## src/sv/sorted_score_group_table_unit_macros.svh

```systemverilog
// assertion macros for the sorted score group table
`ifndef SORTED_SCORE_GROUP_TABLE_UNIT_MACROS_SVH
`define SORTED_SCORE_GROUP_TABLE_UNIT_MACROS_SVH
`ifndef SYNTHESIS
`define SSTG_ASSERT(lbl, clk, rstn, expr) \
    lbl: assert property (@(posedge clk) disable iff (!rstn) (expr)) \
        else $error("assertion failed");
`define SSTG_ASSERT_NEXT(lbl, clk, rstn, ante, cons) \
    lbl: assert property (@(posedge clk) disable iff (!rstn) (ante) |=> (cons)) \
        else $error("assertion failed");
`else
`define SSTG_ASSERT(lbl, clk, rstn, expr)
`define SSTG_ASSERT_NEXT(lbl, clk, rstn, ante, cons)
`endif
`endif

```

## src/sv/sstg_pkg.sv

```systemverilog
// shared types and constants of the sorted score group table
`default_nettype none
package sstg_pkg;
    localparam int CAPACITY_DEF  = 64;
    localparam int MAX_GROUP_DEF = 16;

    typedef enum logic [2:0] {
        OP_INSERT = 3'd0,
        OP_REMOVE = 3'd1,
        OP_SORT   = 3'd2,
        OP_GROUP  = 3'd3,
        OP_LIST   = 3'd4
    } op_t;

    typedef enum logic [2:0] {
        ST_OK       = 3'd0,
        ST_FULL     = 3'd1,
        ST_NOTFOUND = 3'd2,
        ST_NOGROUP  = 3'd3,
        ST_EMPTY    = 3'd4
    } status_t;

    typedef enum logic [3:0] {
        S_IDLE, S_RESP, S_RM_RD, S_RM_CHK, S_SH_RD, S_SH_WR,
        S_SO_KEY_RD, S_SO_KEY, S_SO_CMP_RD, S_SO_CMP, S_SO_PUT,
        S_GR_RD_A, S_GR_RD_B, S_GR_CHK, S_EM_RD, S_EM_OUT
    } state_t;

    typedef struct packed {
        logic [31:0] tstamp;
        logic [15:0] score;
        logic [15:0] id;
    } entry_t;

    localparam int ENTRY_W = $bits(entry_t);

    typedef struct packed {
        logic [2:0]  mode;
        logic [15:0] id;
        logic [15:0] score;
        logic [31:0] tstamp;
        logic [4:0]  gsz;
        logic [15:0] spread;
    } req_t;

    typedef struct packed {
        status_t    status;
        entry_t     ent;
        logic [6:0] count;
        logic       last;
    } out_item_t;
endpackage
`default_nettype wire

```

## src/sv/sstg_ram.sv

```systemverilog
// generic single-port-write, registered-read ram
`default_nettype none
module sstg_ram #(
    parameter int WIDTH = 64,
    parameter int DEPTH = 64
) (
    input  wire logic                     clk,
    input  wire logic                     we,
    input  wire logic [$clog2(DEPTH)-1:0] waddr,
    input  wire logic [WIDTH-1:0]         wdata,
    input  wire logic                     re,
    input  wire logic [$clog2(DEPTH)-1:0] raddr,
    output logic      [WIDTH-1:0]         rdata
);
    logic [WIDTH-1:0] mem [DEPTH];
    logic [WIDTH-1:0] rdata_reg;

    always_ff @(posedge clk)
    begin
        if (we)
        begin
            mem[waddr] <= wdata;
        end
        if (re)
        begin
            rdata_reg <= mem[raddr];
        end
    end

    assign rdata = rdata_reg;
endmodule
`default_nettype wire

```

## src/sv/sstg_out.sv

```systemverilog
// output register stage holding one result item
`default_nettype none
module sstg_out (
    input  wire logic               clk,
    input  wire logic               rst_n,
    input  wire logic               ld,
    input  wire sstg_pkg::out_item_t item,
    output logic                    free,
    output logic                    valid,
    input  wire logic               ready,
    output sstg_pkg::out_item_t     item_q
);
    import sstg_pkg::*;

    logic      valid_reg;
    out_item_t item_reg;

    assign free = !valid_reg || ready;

    always_ff @(posedge clk or negedge rst_n)
    begin
        if (!rst_n)
        begin
            valid_reg <= 1'b0;
        end
        else if (ld)
        begin
            valid_reg <= 1'b1;
        end
        else if (ready)
        begin
            valid_reg <= 1'b0;
        end
    end

    always_ff @(posedge clk)
    begin
        if (ld)
        begin
            item_reg <= item;
        end
    end

    assign valid  = valid_reg;
    assign item_q = item_reg;
endmodule
`default_nettype wire

```

## src/sv/sstg_seq.sv

```systemverilog
// sequencer doing read-modify-write passes over the entry memory
`default_nettype none
`include "sorted_score_group_table_unit_macros.svh"
module sstg_seq #(
    parameter int CAPACITY  = sstg_pkg::CAPACITY_DEF,
    parameter int MAX_GROUP = sstg_pkg::MAX_GROUP_DEF
) (
    input  wire logic                        clk,
    input  wire logic                        rst_n,
    input  wire logic                        in_valid,
    output logic                             in_ready,
    input  wire sstg_pkg::req_t              in_req,
    output logic                             mem_we,
    output logic [$clog2(CAPACITY)-1:0]      mem_waddr,
    output sstg_pkg::entry_t                 mem_wdata,
    output logic                             mem_re,
    output logic [$clog2(CAPACITY)-1:0]      mem_raddr,
    input  wire sstg_pkg::entry_t            mem_rdata,
    output logic                             out_ld,
    output sstg_pkg::out_item_t              out_item,
    input  wire logic                        out_free
);
    import sstg_pkg::*;

    localparam int AW = $clog2(CAPACITY);
    localparam int CW = $clog2(CAPACITY + 1);

    state_t        state_reg, state_next;
    logic [CW-1:0] count_reg, count_next;
    logic [CW-1:0] i_reg, i_next;
    logic [CW-1:0] k_reg, k_next;
    logic [CW-1:0] gap_reg, gap_next;
    logic [CW-1:0] n_reg, n_next;
    entry_t        key_reg, key_next;
    logic [15:0]   a_score_reg, a_score_next;
    req_t          req_reg, req_next;
    status_t       status_reg, status_next;

    logic [CW:0]   k_gap_sum;
    logic [CW:0]   grp_end;
    logic [CW:0]   i_k_sum;
    logic [CW:0]   b_addr;
    logic signed [16:0] diff;
    logic          goes_after;
    logic          grp_bad;

    assign k_gap_sum = {1'b0, k_reg} + {1'b0, gap_reg};
    assign grp_end   = {1'b0, i_reg} + {1'b0, gap_reg} + (CW+1)'(1);
    assign i_k_sum   = {1'b0, i_reg} + {1'b0, k_reg};
    assign b_addr    = {1'b0, i_reg} + {1'b0, gap_reg} - (CW+1)'(1);
    assign diff      = $signed({1'b0, mem_rdata.score}) - $signed({1'b0, a_score_reg});
    // strict score order first, timestamp breaks ties, equal keys stay put
    assign goes_after = (mem_rdata.score != key_reg.score) ?
                        (mem_rdata.score > key_reg.score) :
                        (mem_rdata.tstamp > key_reg.tstamp);
    assign grp_bad = (in_req.gsz == 5'd0) || ({3'b0, in_req.gsz} > 8'(MAX_GROUP))
                  || ({3'b0, in_req.gsz} > 8'(count_reg));

    always_ff @(posedge clk or negedge rst_n)
    begin
        if (!rst_n)
        begin
            state_reg <= S_IDLE;
            count_reg <= '0;
        end
        else
        begin
            state_reg <= state_next;
            count_reg <= count_next;
        end
    end

    always_ff @(posedge clk)
    begin
        i_reg       <= i_next;
        k_reg       <= k_next;
        gap_reg     <= gap_next;
        n_reg       <= n_next;
        key_reg     <= key_next;
        a_score_reg <= a_score_next;
        req_reg     <= req_next;
        status_reg  <= status_next;
    end

    always_comb
    begin
        state_next   = state_reg;
        count_next   = count_reg;
        i_next       = i_reg;
        k_next       = k_reg;
        gap_next     = gap_reg;
        n_next       = n_reg;
        key_next     = key_reg;
        a_score_next = a_score_reg;
        req_next     = req_reg;
        status_next  = status_reg;
        in_ready     = 1'b0;
        mem_we       = 1'b0;
        mem_waddr    = k_reg[AW-1:0];
        mem_wdata    = mem_rdata;
        mem_re       = 1'b0;
        mem_raddr    = i_reg[AW-1:0];
        out_ld       = 1'b0;
        out_item.status = status_reg;
        out_item.ent    = '0;
        out_item.count  = '0;
        out_item.last   = 1'b1;

        case (state_reg)
            S_IDLE:
            begin
                in_ready = 1'b1;
                if (in_valid)
                begin
                    req_next = in_req;
                    i_next   = '0;
                    k_next   = '0;
                    case (in_req.mode)
                        OP_INSERT:
                        begin
                            if (count_reg == CW'(CAPACITY))
                            begin
                                status_next = ST_FULL;
                            end
                            else
                            begin
                                mem_we           = 1'b1;
                                mem_waddr        = count_reg[AW-1:0];
                                mem_wdata.id     = in_req.id;
                                mem_wdata.score  = in_req.score;
                                mem_wdata.tstamp = in_req.tstamp;
                                count_next       = count_reg + CW'(1);
                                status_next      = ST_OK;
                            end
                            state_next = S_RESP;
                        end
                        OP_REMOVE:
                        begin
                            if (count_reg == '0)
                            begin
                                status_next = ST_NOTFOUND;
                                state_next  = S_RESP;
                            end
                            else
                            begin
                                state_next = S_RM_RD;
                            end
                        end
                        OP_SORT:
                        begin
                            if (count_reg < CW'(2))
                            begin
                                status_next = ST_OK;
                                state_next  = S_RESP;
                            end
                            else
                            begin
                                i_next     = CW'(1);
                                state_next = S_SO_KEY_RD;
                            end
                        end
                        OP_GROUP:
                        begin
                            if (grp_bad)
                            begin
                                status_next = ST_NOGROUP;
                                state_next  = S_RESP;
                            end
                            else
                            begin
                                gap_next   = CW'(in_req.gsz);
                                n_next     = CW'(in_req.gsz);
                                state_next = S_GR_RD_A;
                            end
                        end
                        OP_LIST:
                        begin
                            if (count_reg == '0)
                            begin
                                status_next = ST_EMPTY;
                                state_next  = S_RESP;
                            end
                            else
                            begin
                                n_next     = count_reg;
                                state_next = S_EM_RD;
                            end
                        end
                        default:
                        begin
                            state_next = S_IDLE;
                        end
                    endcase
                end
            end
            S_RESP:
            begin
                if (out_free)
                begin
                    out_ld     = 1'b1;
                    state_next = S_IDLE;
                end
            end
            S_RM_RD:
            begin
                mem_re     = 1'b1;
                state_next = S_RM_CHK;
            end
            S_RM_CHK:
            begin
                if (mem_rdata.id == req_reg.id)
                begin
                    k_next     = i_reg;
                    gap_next   = CW'(1);
                    state_next = S_SH_RD;
                end
                else if (i_reg + CW'(1) == count_reg)
                begin
                    status_next = ST_NOTFOUND;
                    state_next  = S_RESP;
                end
                else
                begin
                    i_next     = i_reg + CW'(1);
                    state_next = S_RM_RD;
                end
            end
            S_SH_RD:
            begin
                if (k_gap_sum < {1'b0, count_reg})
                begin
                    mem_re     = 1'b1;
                    mem_raddr  = k_gap_sum[AW-1:0];
                    state_next = S_SH_WR;
                end
                else
                begin
                    count_next = count_reg - gap_reg;
                    if (req_reg.mode == OP_REMOVE)
                    begin
                        status_next = ST_OK;
                        state_next  = S_RESP;
                    end
                    else
                    begin
                        state_next = S_IDLE;
                    end
                end
            end
            S_SH_WR:
            begin
                mem_we     = 1'b1;
                k_next     = k_reg + CW'(1);
                state_next = S_SH_RD;
            end
            S_SO_KEY_RD:
            begin
                mem_re     = 1'b1;
                state_next = S_SO_KEY;
            end
            S_SO_KEY:
            begin
                key_next   = mem_rdata;
                k_next     = i_reg;
                state_next = S_SO_CMP_RD;
            end
            S_SO_CMP_RD:
            begin
                mem_re     = 1'b1;
                mem_raddr  = AW'(k_reg - CW'(1));
                state_next = S_SO_CMP;
            end
            S_SO_CMP:
            begin
                if (goes_after)
                begin
                    mem_we     = 1'b1;
                    k_next     = k_reg - CW'(1);
                    state_next = (k_reg == CW'(1)) ? S_SO_PUT : S_SO_CMP_RD;
                end
                else
                begin
                    state_next = S_SO_PUT;
                end
            end
            S_SO_PUT:
            begin
                mem_we    = 1'b1;
                mem_wdata = key_reg;
                if (i_reg + CW'(1) == count_reg)
                begin
                    status_next = ST_OK;
                    state_next  = S_RESP;
                end
                else
                begin
                    i_next     = i_reg + CW'(1);
                    state_next = S_SO_KEY_RD;
                end
            end
            S_GR_RD_A:
            begin
                mem_re     = 1'b1;
                state_next = S_GR_RD_B;
            end
            S_GR_RD_B:
            begin
                a_score_next = mem_rdata.score;
                mem_re       = 1'b1;
                mem_raddr    = b_addr[AW-1:0];
                state_next   = S_GR_CHK;
            end
            S_GR_CHK:
            begin
                if (diff <= $signed({1'b0, req_reg.spread}))
                begin
                    k_next     = '0;
                    state_next = S_EM_RD;
                end
                else if (grp_end > {1'b0, count_reg})
                begin
                    status_next = ST_NOGROUP;
                    state_next  = S_RESP;
                end
                else
                begin
                    i_next     = i_reg + CW'(1);
                    state_next = S_GR_RD_A;
                end
            end
            S_EM_RD:
            begin
                mem_re     = 1'b1;
                mem_raddr  = i_k_sum[AW-1:0];
                state_next = S_EM_OUT;
            end
            S_EM_OUT:
            begin
                if (out_free)
                begin
                    out_ld          = 1'b1;
                    out_item.status = ST_OK;
                    out_item.ent    = mem_rdata;
                    out_item.count  = 7'(n_reg);
                    out_item.last   = (k_reg + CW'(1) == n_reg);
                    if (k_reg + CW'(1) == n_reg)
                    begin
                        if (req_reg.mode == OP_GROUP)
                        begin
                            k_next     = i_reg;
                            state_next = S_SH_RD;
                        end
                        else
                        begin
                            state_next = S_IDLE;
                        end
                    end
                    else
                    begin
                        k_next     = k_reg + CW'(1);
                        state_next = S_EM_RD;
                    end
                end
            end
            default:
            begin
                state_next = S_IDLE;
            end
        endcase
    end

    `SSTG_ASSERT(a_count_bound, clk, rst_n, count_reg <= CW'(CAPACITY))
    `SSTG_ASSERT(a_no_rw_overlap, clk, rst_n, !(mem_we && mem_re))
    `SSTG_ASSERT(a_ld_from_out_state, clk, rst_n,
        !out_ld || state_reg == S_EM_OUT || state_reg == S_RESP)
    `SSTG_ASSERT_NEXT(a_insert_grows, clk, rst_n,
        in_valid && in_ready && in_req.mode == OP_INSERT && count_reg != CW'(CAPACITY),
        count_reg == $past(count_reg) + CW'(1))
endmodule
`default_nettype wire

```

## src/sv/sorted_score_group_table_unit.sv

```systemverilog
// top level of the sorted score group table
// Keeps up to CAPACITY entries (id, score, timestamp) in one registered-read
// ram and runs one operation per input item, selected by s_tuser: insert,
// remove by id, sort, form group, list. One item is worked at a time; s_tready
// is high only while the sequencer is idle. Remove scans for the id and shifts
// the later entries down; sort is an insertion sort; form group tests each
// candidate start, then lists its members and shifts the rest down; list
// reads out every entry. Each step reads one entry or writes one, through the
// single ram port pair.
// Results leave through an output register, so the next item is taken while
// the final result of the previous one still waits on m_tready.
`default_nettype none
module sorted_score_group_table_unit #(
    parameter int CAPACITY  = sstg_pkg::CAPACITY_DEF,
    parameter int MAX_GROUP = sstg_pkg::MAX_GROUP_DEF
) (
    input  wire logic        clk,
    input  wire logic        rst_n,
    input  wire logic        s_tvalid,
    output logic             s_tready,
    // player_id, player_score, player_time, group_size, max_spread, 3 zero bits
    input  wire logic [87:0] s_tdata,
    // mode
    input  wire logic [2:0]  s_tuser,
    output logic             m_tvalid,
    input  wire logic        m_tready,
    // out_id, out_score, out_time, out_count, 1 zero bit
    output logic [71:0]      m_tdata,
    // status
    output logic [2:0]       m_tuser,
    output logic             m_tlast
);
    import sstg_pkg::*;

    localparam int AW = $clog2(CAPACITY);

    req_t      req;
    entry_t    wdata, rdata;
    logic      we, re;
    logic [AW-1:0] waddr, raddr;
    logic      ld, free;
    out_item_t item, item_q;
    logic [ENTRY_W-1:0] rdata_raw;

    // unpack request fields from the slave side
    assign req.mode   = s_tuser;
    assign req.id     = s_tdata[15:0];
    assign req.score  = s_tdata[31:16];
    assign req.tstamp = s_tdata[63:32];
    assign req.gsz    = s_tdata[68:64];
    assign req.spread = s_tdata[84:69];

    sstg_seq #(
        .CAPACITY  (CAPACITY),
        .MAX_GROUP (MAX_GROUP)
    ) u_seq (
        .clk       (clk),
        .rst_n     (rst_n),
        .in_valid  (s_tvalid),
        .in_ready  (s_tready),
        .in_req    (req),
        .mem_we    (we),
        .mem_waddr (waddr),
        .mem_wdata (wdata),
        .mem_re    (re),
        .mem_raddr (raddr),
        .mem_rdata (rdata),
        .out_ld    (ld),
        .out_item  (item),
        .out_free  (free)
    );

    // entry store, one ram word per entry
    sstg_ram #(
        .WIDTH (ENTRY_W),
        .DEPTH (CAPACITY)
    ) u_ram (
        .clk   (clk),
        .we    (we),
        .waddr (waddr),
        .wdata (wdata),
        .re    (re),
        .raddr (raddr),
        .rdata (rdata_raw)
    );

    assign rdata = rdata_raw;

    sstg_out u_out (
        .clk    (clk),
        .rst_n  (rst_n),
        .ld     (ld),
        .item   (item),
        .free   (free),
        .valid  (m_tvalid),
        .ready  (m_tready),
        .item_q (item_q)
    );

    // pack result fields onto the master side
    assign m_tdata = {1'b0, item_q.count, item_q.ent.tstamp, item_q.ent.score, item_q.ent.id};
    assign m_tuser = item_q.status;
    assign m_tlast = item_q.last;
endmodule
`default_nettype wire

```

## config.mk

```make
export PLATFORM = sky130hd
export DESIGN_NAME = sorted_score_group_table_unit
export DESIGN_NICKNAME = d
export VERILOG_FILES = /design/src/sv/sstg_pkg.sv /design/src/sv/sstg_ram.sv /design/src/sv/sstg_out.sv /design/src/sv/sstg_seq.sv /design/src/sv/sorted_score_group_table_unit.sv
export VERILOG_INCLUDE_DIRS = /design/src /design/src/sv
export SDC_FILE = /design/constraint.sdc
export NUM_CORES = 2
export LEC_CHECK = 0
export ABC_CLOCK_PERIOD_IN_PS = 24300
export CAP_MARGIN = 15
export CELL_PAD_IN_SITES_DETAIL_PLACEMENT = 1
export CELL_PAD_IN_SITES_GLOBAL_PLACEMENT = 1
export CORE_MARGIN = 10
export CORE_UTILIZATION = 45
export DETAILED_ROUTE_END_ITERATION = 8
export DONT_BUFFER_PORTS = 1
export PLACE_DENSITY_LB_ADDON = 0.1
export SLEW_MARGIN = 25
export SYNTH_ARGS = -nofsm -noshare
export SYNTH_HDL_FRONTEND = slang
export SYNTH_SLANG_ARGS = --single-unit
```

## constraint.sdc

```tcl
create_clock -name clk -period 24.3 [get_ports clk]
set_input_delay 4.86 -clock clk [delete_from_list [all_inputs] [get_ports clk]]
set_output_delay 4.86 -clock clk [all_outputs]
set_load 0.01 [all_outputs]
```

== After elaboration in Yosys (flattened, before gate mapping) ==
Memory sizes are Yosys's and may differ from the RTL's. A register that Yosys moved wholly into a read port is not among the register bits.
Index checks and enable logic that the tools add are counted.

* Register bits: 233
* Bits in writable memories: 4096
* Output and inout bits: 78
* Word-level logic and storage cells: 211
* Memories: 1

* Add/subtract/negate cells: 11
* Magnitude comparators: 8
* Equality and inequality tests: 53
* Multiplexer cells: 90
* Reduce and logical (&&, ||, !) cells: 27

{| class="wikitable"
|+ Memories
! name !! words !! width !! rd ports !! clocked after memory_dff !! wr ports !! line !! text
|-
| u_ram.mem || 64 || 64 || 1 || 1 || 1 || sstg_ram.sv:15 || <nowiki>logic [WIDTH-1:0] mem [DEPTH];</nowiki>
|}

{| class="wikitable"
|+ Operators with widths
! operator !! number
|-
| $mux W64 || 3
|-
| $mux W7 || 22
|-
| $mux W75 || 2
|-
| $pmux W64 S2 || 1
|-
| $pmux W4 S16 || 1
|-
| $pmux W7 S7 || 1
|-
| $mux W3 || 15
|-
| $mux W4 || 11
|-
| $pmux W7 S2 || 3
|-
| $eq A4 B4 Y1 const B || 8
|-
| $gt A32 B32 Y1 || 1
|-
| $mux W6 || 5
|-
| $pmux W3 S5 || 2
|-
| $pmux W7 S4 || 1
|-
| $ne A2 B2 Y1 const B || 13
|-
| $pmux W6 S4 || 1
|-
| $add A7 B1 Y7 const B || 3
|-
| $pmux W4 S5 || 1
|-
| $reduce_and A5 Y1 || 4
|-
| $le A17 B17 Y1 || 1
|-
| $sub A16 B16 Y17 || 1
|-
| $add A7 B7 Y8 || 2
|-
| $eq A16 B16 Y1 || 1
|-
| $eq A4 B3 Y1 const B || 4
|-
| other kinds (44) || 82
|}

== Longest topological paths before layout ==
* Depth in word-level cells: 7
* Mapped depth: 26
* Depth with buffers taken out: 22

== By module ==
From an unflattened synthesis, not the netlist that was laid out.

* Cells, all modules: 8219
* Area total of the unflattened synthesis: 172247.7 µm²

{| class="wikitable"
|+ Modules (own cells, without submodules)
! module !! instances !! cells each !! area each (µm²) !! seq. area each (µm²)
|-
| sstg_ram || 1 || 6812 || 157528.6 || 124919.8
|-
| sstg_seq || 1 || 1327 || 12408.2 || 4599.4
|-
| sstg_out || 1 || 78 || 2299.7 || 2277.2
|-
| sorted_score_group_table_unit || 1 || 2 || 11.3 || 0.0
|}

== Worst setup path after synthesis ==
Ideal clock, no wire load.

* Path kind: in2reg
* From: input port s_tuser[2]
* To: memory u_ram.mem[53][0] (enable)
* Library setup time: 564 ps
* Arrival: 11021 ps
* Required time: 23736 ps
* Slack: 12715 ps
* Cell stages on the path: 7
* Cells stage by stage: clkbuf_1 -> or3_1 -> nor3_2 -> clkbuf_1 -> mux2i_1 -> nand2_1 -> nor3_1

* Cells in the longest elaborated chain, start to end: 6
* Elaborated cells on any way between the ends: 9

{| class="wikitable"
|+ Ends and longest elaborated chain
! item !! line !! text
|-
| start, declared || sorted_score_group_table_unit.sv:24 || <nowiki>input wire logic [2:0] s_tuser,</nowiki>
|-
| $logic_not A3 Y1 * || sstg_seq.sv:118 || <nowiki>case (in_req.mode)</nowiki>
|-
| $mux W1 || sstg_seq.sv:118 ||
|-
| $mux W1 || sstg_seq.sv:113 || <nowiki>if (in_valid)</nowiki>
|-
| $pmux W1 S3 || sstg_seq.sv:109 || <nowiki>case (state_reg)</nowiki>
|-
| $mux W1 || sstg_ram.sv:20 || <nowiki>if (we)</nowiki>
|-
| $mux W1 (implied by the code) || sstg_ram.sv:22 || <nowiki>mem[waddr] <= wdata;</nowiki>
|-
| end, declared || sstg_ram.sv:15 ||
|}

Every way passes the cells marked *; elsewhere a longest branch is shown, timed or not.

== Worst setup path in the final report ==
* From: register u_seq.k_reg[1]
* To: register u_ram.rdata_reg[9] (netlist: u_ram.rdata[9]) (read register of u_ram.mem) (data pin)

* Cells in the longest elaborated chain, start to end: 4
* Elaborated cells on any way between the ends: 8

{| class="wikitable"
|+ Ends and longest elaborated chain
! item !! line !! text
|-
| start, declared || sstg_seq.sv:31 || <nowiki>logic [CW-1:0] k_reg, k_next;</nowiki>
|-
| start signal, assigned || sstg_seq.sv:76 || <nowiki>k_reg <= k_next;</nowiki>
|-
| $add A7 B7 Y8 || sstg_seq.sv:47 || <nowiki>assign k_gap_sum = {1'b0, k_reg} + {1'b0, gap_reg};</nowiki>
|-
| $lt A8 B7 Y1 || sstg_seq.sv:230 || <nowiki>if (k_gap_sum < {1'b0, count_reg})</nowiki>
|-
| $mux W6 / $mux W1 (equally long branches) || sstg_seq.sv:230 ||
|-
| $pmux W6 S4 / $pmux W1 S2 (equally long branches) || sstg_seq.sv:109 ||
|-
| end, declared || sstg_ram.sv:16 || <nowiki>logic [WIDTH-1:0] rdata_reg;</nowiki>
|}

Several ways; a longest one is shown, not always the timed one.
A chain may end at the register's enable or synchronous reset.

==> results.md <==
* Via count of the first global-routing pass at 106253
* Slew Limit Headroom at 22.7%
* Final Skew at 0.0788 ns
* Clock latency on the worst-skew pair at 1.01 ns
* Share of the clock period used by the worst path after layout at 42.0%
* Number of routed nets with antenna violations at 0
* HPWL after DPL at 304 mm
* Leakage power of the design at 66.1 nW
* Instance count of the mapped netlist at 10824
* Setup repair after global routing missed its margin: no
* Path category of the worst min-delay check: reg2reg
* Wire length per cell at 36.4 µm
* Total overflow reported by the global router at 0
* Yosys top cell by area: edfxtp_1
* Worst VDD drop at 0.183 mV
* Net count after synthesis at 11050
* Maximum number of pins on one net before global-route repair at 171
* DRC at 0
* Overall via count from detail_route at 106271
* Number of antenna violations at the first check in global routing at 31
* Core Region at 0.386 mm²
* Max_cap viols at 0
* Flip-flop count of the largest register after layout at 4096
* Result of the run: completed
* Critical Path Source Type: flip-flop
* Layout overhead on the synthesized area at 12.1%
* Post-route worst hold slack at 0.562 ns
* Full die area at 0.413 mm²
* Largest cells by area after synthesis: edfxtp_1, mux2i_1, a221oi_1
* Number of fill cells in the layout at 35952
* Worst slew pin tran at 1.14 ns
* Number of endpoints failing setup at the final stage at 0
* Pins Over Slew Limit at 0
* First-pass GRT wire length at 825 mm
* Total number of placement rows at 228
* Total non-filler cell area in the finished layout at 0.196 mm²
* Post-CTS setup buffer count at 0
* # IOs at 173
* Min cycle time layout at 10.21 ns
* Launching instance or port of the critical path: u_seq.k_reg[1]
* Count of synthesis-stage warnings from yosys at 0
* Share of flip-flops with an asynchronous set or reset at 0.273%
* Predominant post-synthesis flop cell: edfxtp_1
* Register bit count reported by yosys at 4391
* Maximum clock rate at 97.9 MHz
* Die height at 643 µm
* Starting utilization of the core area at 45.2%
* Longest Clk Path Bufs at 4
* Cell variety after synth at 74
* Width of the chip at 643 µm
* CTS tree: done
* Hold Path Cell Cnt at 0
* Cell area after placement at 0.181 mm²
* Synthesized area at 0.175 mm²
* Power Density at 162 mW/mm²
* Reg-to-reg startpoint: u_seq.k_reg[1]
* Number of port buffers at 0
* Overall track demand over capacity in global routing at 27.6%
* Avg Vias per Cell at 6.49
* Worst-case hold path end point: u_seq.key_reg[52]
* Fraction of final layout cells sized beyond drive strength 1 at 9.45%
* Number of H-tree levels at 5
* Reg clk slew, reported paths at 0.06 ns
* Largest Register: u_ram.mem
* Quantity of gates resized following cts at 0
* Mapped Avg Cell Area at 16.1 µm²
* Setup Crit Path Kind: reg2reg
* Endpoint class of the critical path: flip-flop
* Proportion of synthesized chip area in sequential cells at 75.5%
* Count of hold-fix buffers inserted at cts at 0
* Clock sink count at 4391
* Setup slack of the worst register-to-register path at 14.09 ns
* Number of nets in the layout at 11047
* CP Max Fanout at 60
* Hold path startpoint: u_ram.rdata[52]
* Reg-to-reg critical path endpoint: u_ram.rdata[9]
* Required time at the endpoint of the critical path at 24.99 ns
* Fin. Hold Viols at 0
* CTS root buffer: clkbuf_16
* TNS Setup at 0 ns
* Pre-antenna DRT Iters at 6
* Routed WL at 595 mm
* Clock buffers created by TritonCTS at 459
* Number of DRC violations after detailed-routing iteration 0 at 13335
* Count of flip-flops with a built-in enable after synthesis at 4379
* Routability-driven placement congestion ratio at 0.808
* Depth of the worst register-to-register path at 24
* Worst endpoint data arrival time at 10.90 ns
* Share of the synthesized area in the top cell type at 75.3%
## Yosys cell counts, types with 25 or more instances
cell and count:
edfxtp_1 4379, nand2_1 1147, a21oi_1 1121, mux2i_1 1029, a221oi_1 1025, clkbuf_1 452
o41ai_1 258, buf_2 194, ha_1 126, inv_1 116, nor3_1 108, nor2_1 86
nand4_1 82, and2_1 77, o21ai_0 60, xnor2_1 56, a221o_1 51, buf_6 51
buf_4 49, buf_1 32, nand3_1 31, nor2b_1 31, a22oi_1 25
## worst max-delay path, cell delays in order, from the launching register on
cell	delay, ns
edfxtp_1	0.67
inv_1	0.34
fa_1	0.52
nor2b_1	0.12
o21ai_0	0.08
nand2b_1	0.12
a21o_1	0.13
nand2_1	0.06
xnor2_1	0.18
ha_1	0.27
a21oi_1	0.07
nor2_1	0.22
o41ai_4	0.14
and2_1	0.38
a31oi_1	0.44
and2_4	0.62
buf_4	0.62
buf_4	0.79
buf_4	0.72
buf_4	0.76
buf_4	0.76
mux2i_1	0.26
a221oi_1	0.12
o41ai_1	0.98
nand4_1	0.17
## metal layers
| layer | GRT usage [%] | wire (µm) |
|---|---|---|
| met3 | 3.74 | 46600 |
| met1 | 39.3 | 251000 |
| met4 | 8.96 | 20700 |
| met2 | 44.2 | 277000 |
| met5 | 0 | 25 |
## through the flow
stage	setup WS (ns)	util (%)	power, mW	cells
after floorplan	12.71	-	19.8	10824
after global placement	13.65	46.8	24.4	15528
after detailed placement	13.73	46.9	24.9	15533
after CTS	14.24	50.6	31.6	16363
after global routing	13.65	50.7	33.1	16369
final	14.09	50.7	31.7	16374
## area by class of cell
| class | instances | area (µm²) | area share [%] |
|---|---|---|---|
| clock inverter | 238 | 2020 | 1.03 |
| multi-input combinational | 5537 | 39800 | 20.3 |
| antenna | 9 | 22.5 | 0.0115 |
| sequential | 4391 | 132000 | 67.4 |
| clock buffer | 592 | 12100 | 6.19 |
| timing repair buffer | 315 | 2990 | 1.53 |
| inverter | 117 | 439 | 0.225 |
| tap | 5175 | 6470 | 3.31 |
## power by group
group	switching, mW	internal (mW)
combinational	10.6	3.89
clock	2.95	3.78
sequential	0.269	10.2
## worst max path at each step
| stage | end | slack (ns) | cells past startpoint |
|---|---|---|---|
| after floorplan | u_ram.mem[53][0] | 12.71 | 7 |
| after global placement | u_ram.mem[8][10] | 13.65 | 10 |
| after detailed placement | u_ram.mem[42][2] | 13.73 | 10 |
| after CTS | u_ram.rdata[10] | 14.24 | 25 |
| after global routing | u_ram.rdata[9] | 13.65 | 24 |
| final | u_ram.rdata[9] | 14.09 | 24 |
## cells by family (layout without fill, tap and decap cells)
logic type,after synthesis,after routing,share of synthesized area [%]
mux,1032,1032,5.92
compound gates,2658,2658,10.8
flops,4391,4391,75.5
other cells,1,10,0.00215
simple gates,1635,1635,4.02
xor+xnor,80,80,0.409
buf+inv,896,1262,2.39
fa+ha+maj,131,131,0.961
## cells in the final DEF, fill, tap and decap left out, types with 18 or more instances in the layout
master,instances
nand2b_1,18
buf_12,41
edfxtp_1,4379
and2_1,74
bufinv_16,27
nand3_1,31
o21ai_0,58
a21oi_4,33
clkbuf_16,465
o41ai_1,253
clkinv_1,124
nor3_2,35
a21oi_1,1088
nor3_1,74
a221oi_1,1025
nand2_1,1132
buf_4,265
nand4_1,82
ha_1,126
mux2i_1,1029
nor2_1,80
xnor2_1,56
clkinv_2,62
a22oi_1,25
a21o_1,23
nor2b_1,31
a221o_4,33
clkbuf_1,127
inv_1,115
xor2_1,23
No activity file was read; power rests on OpenSTA's default activity.
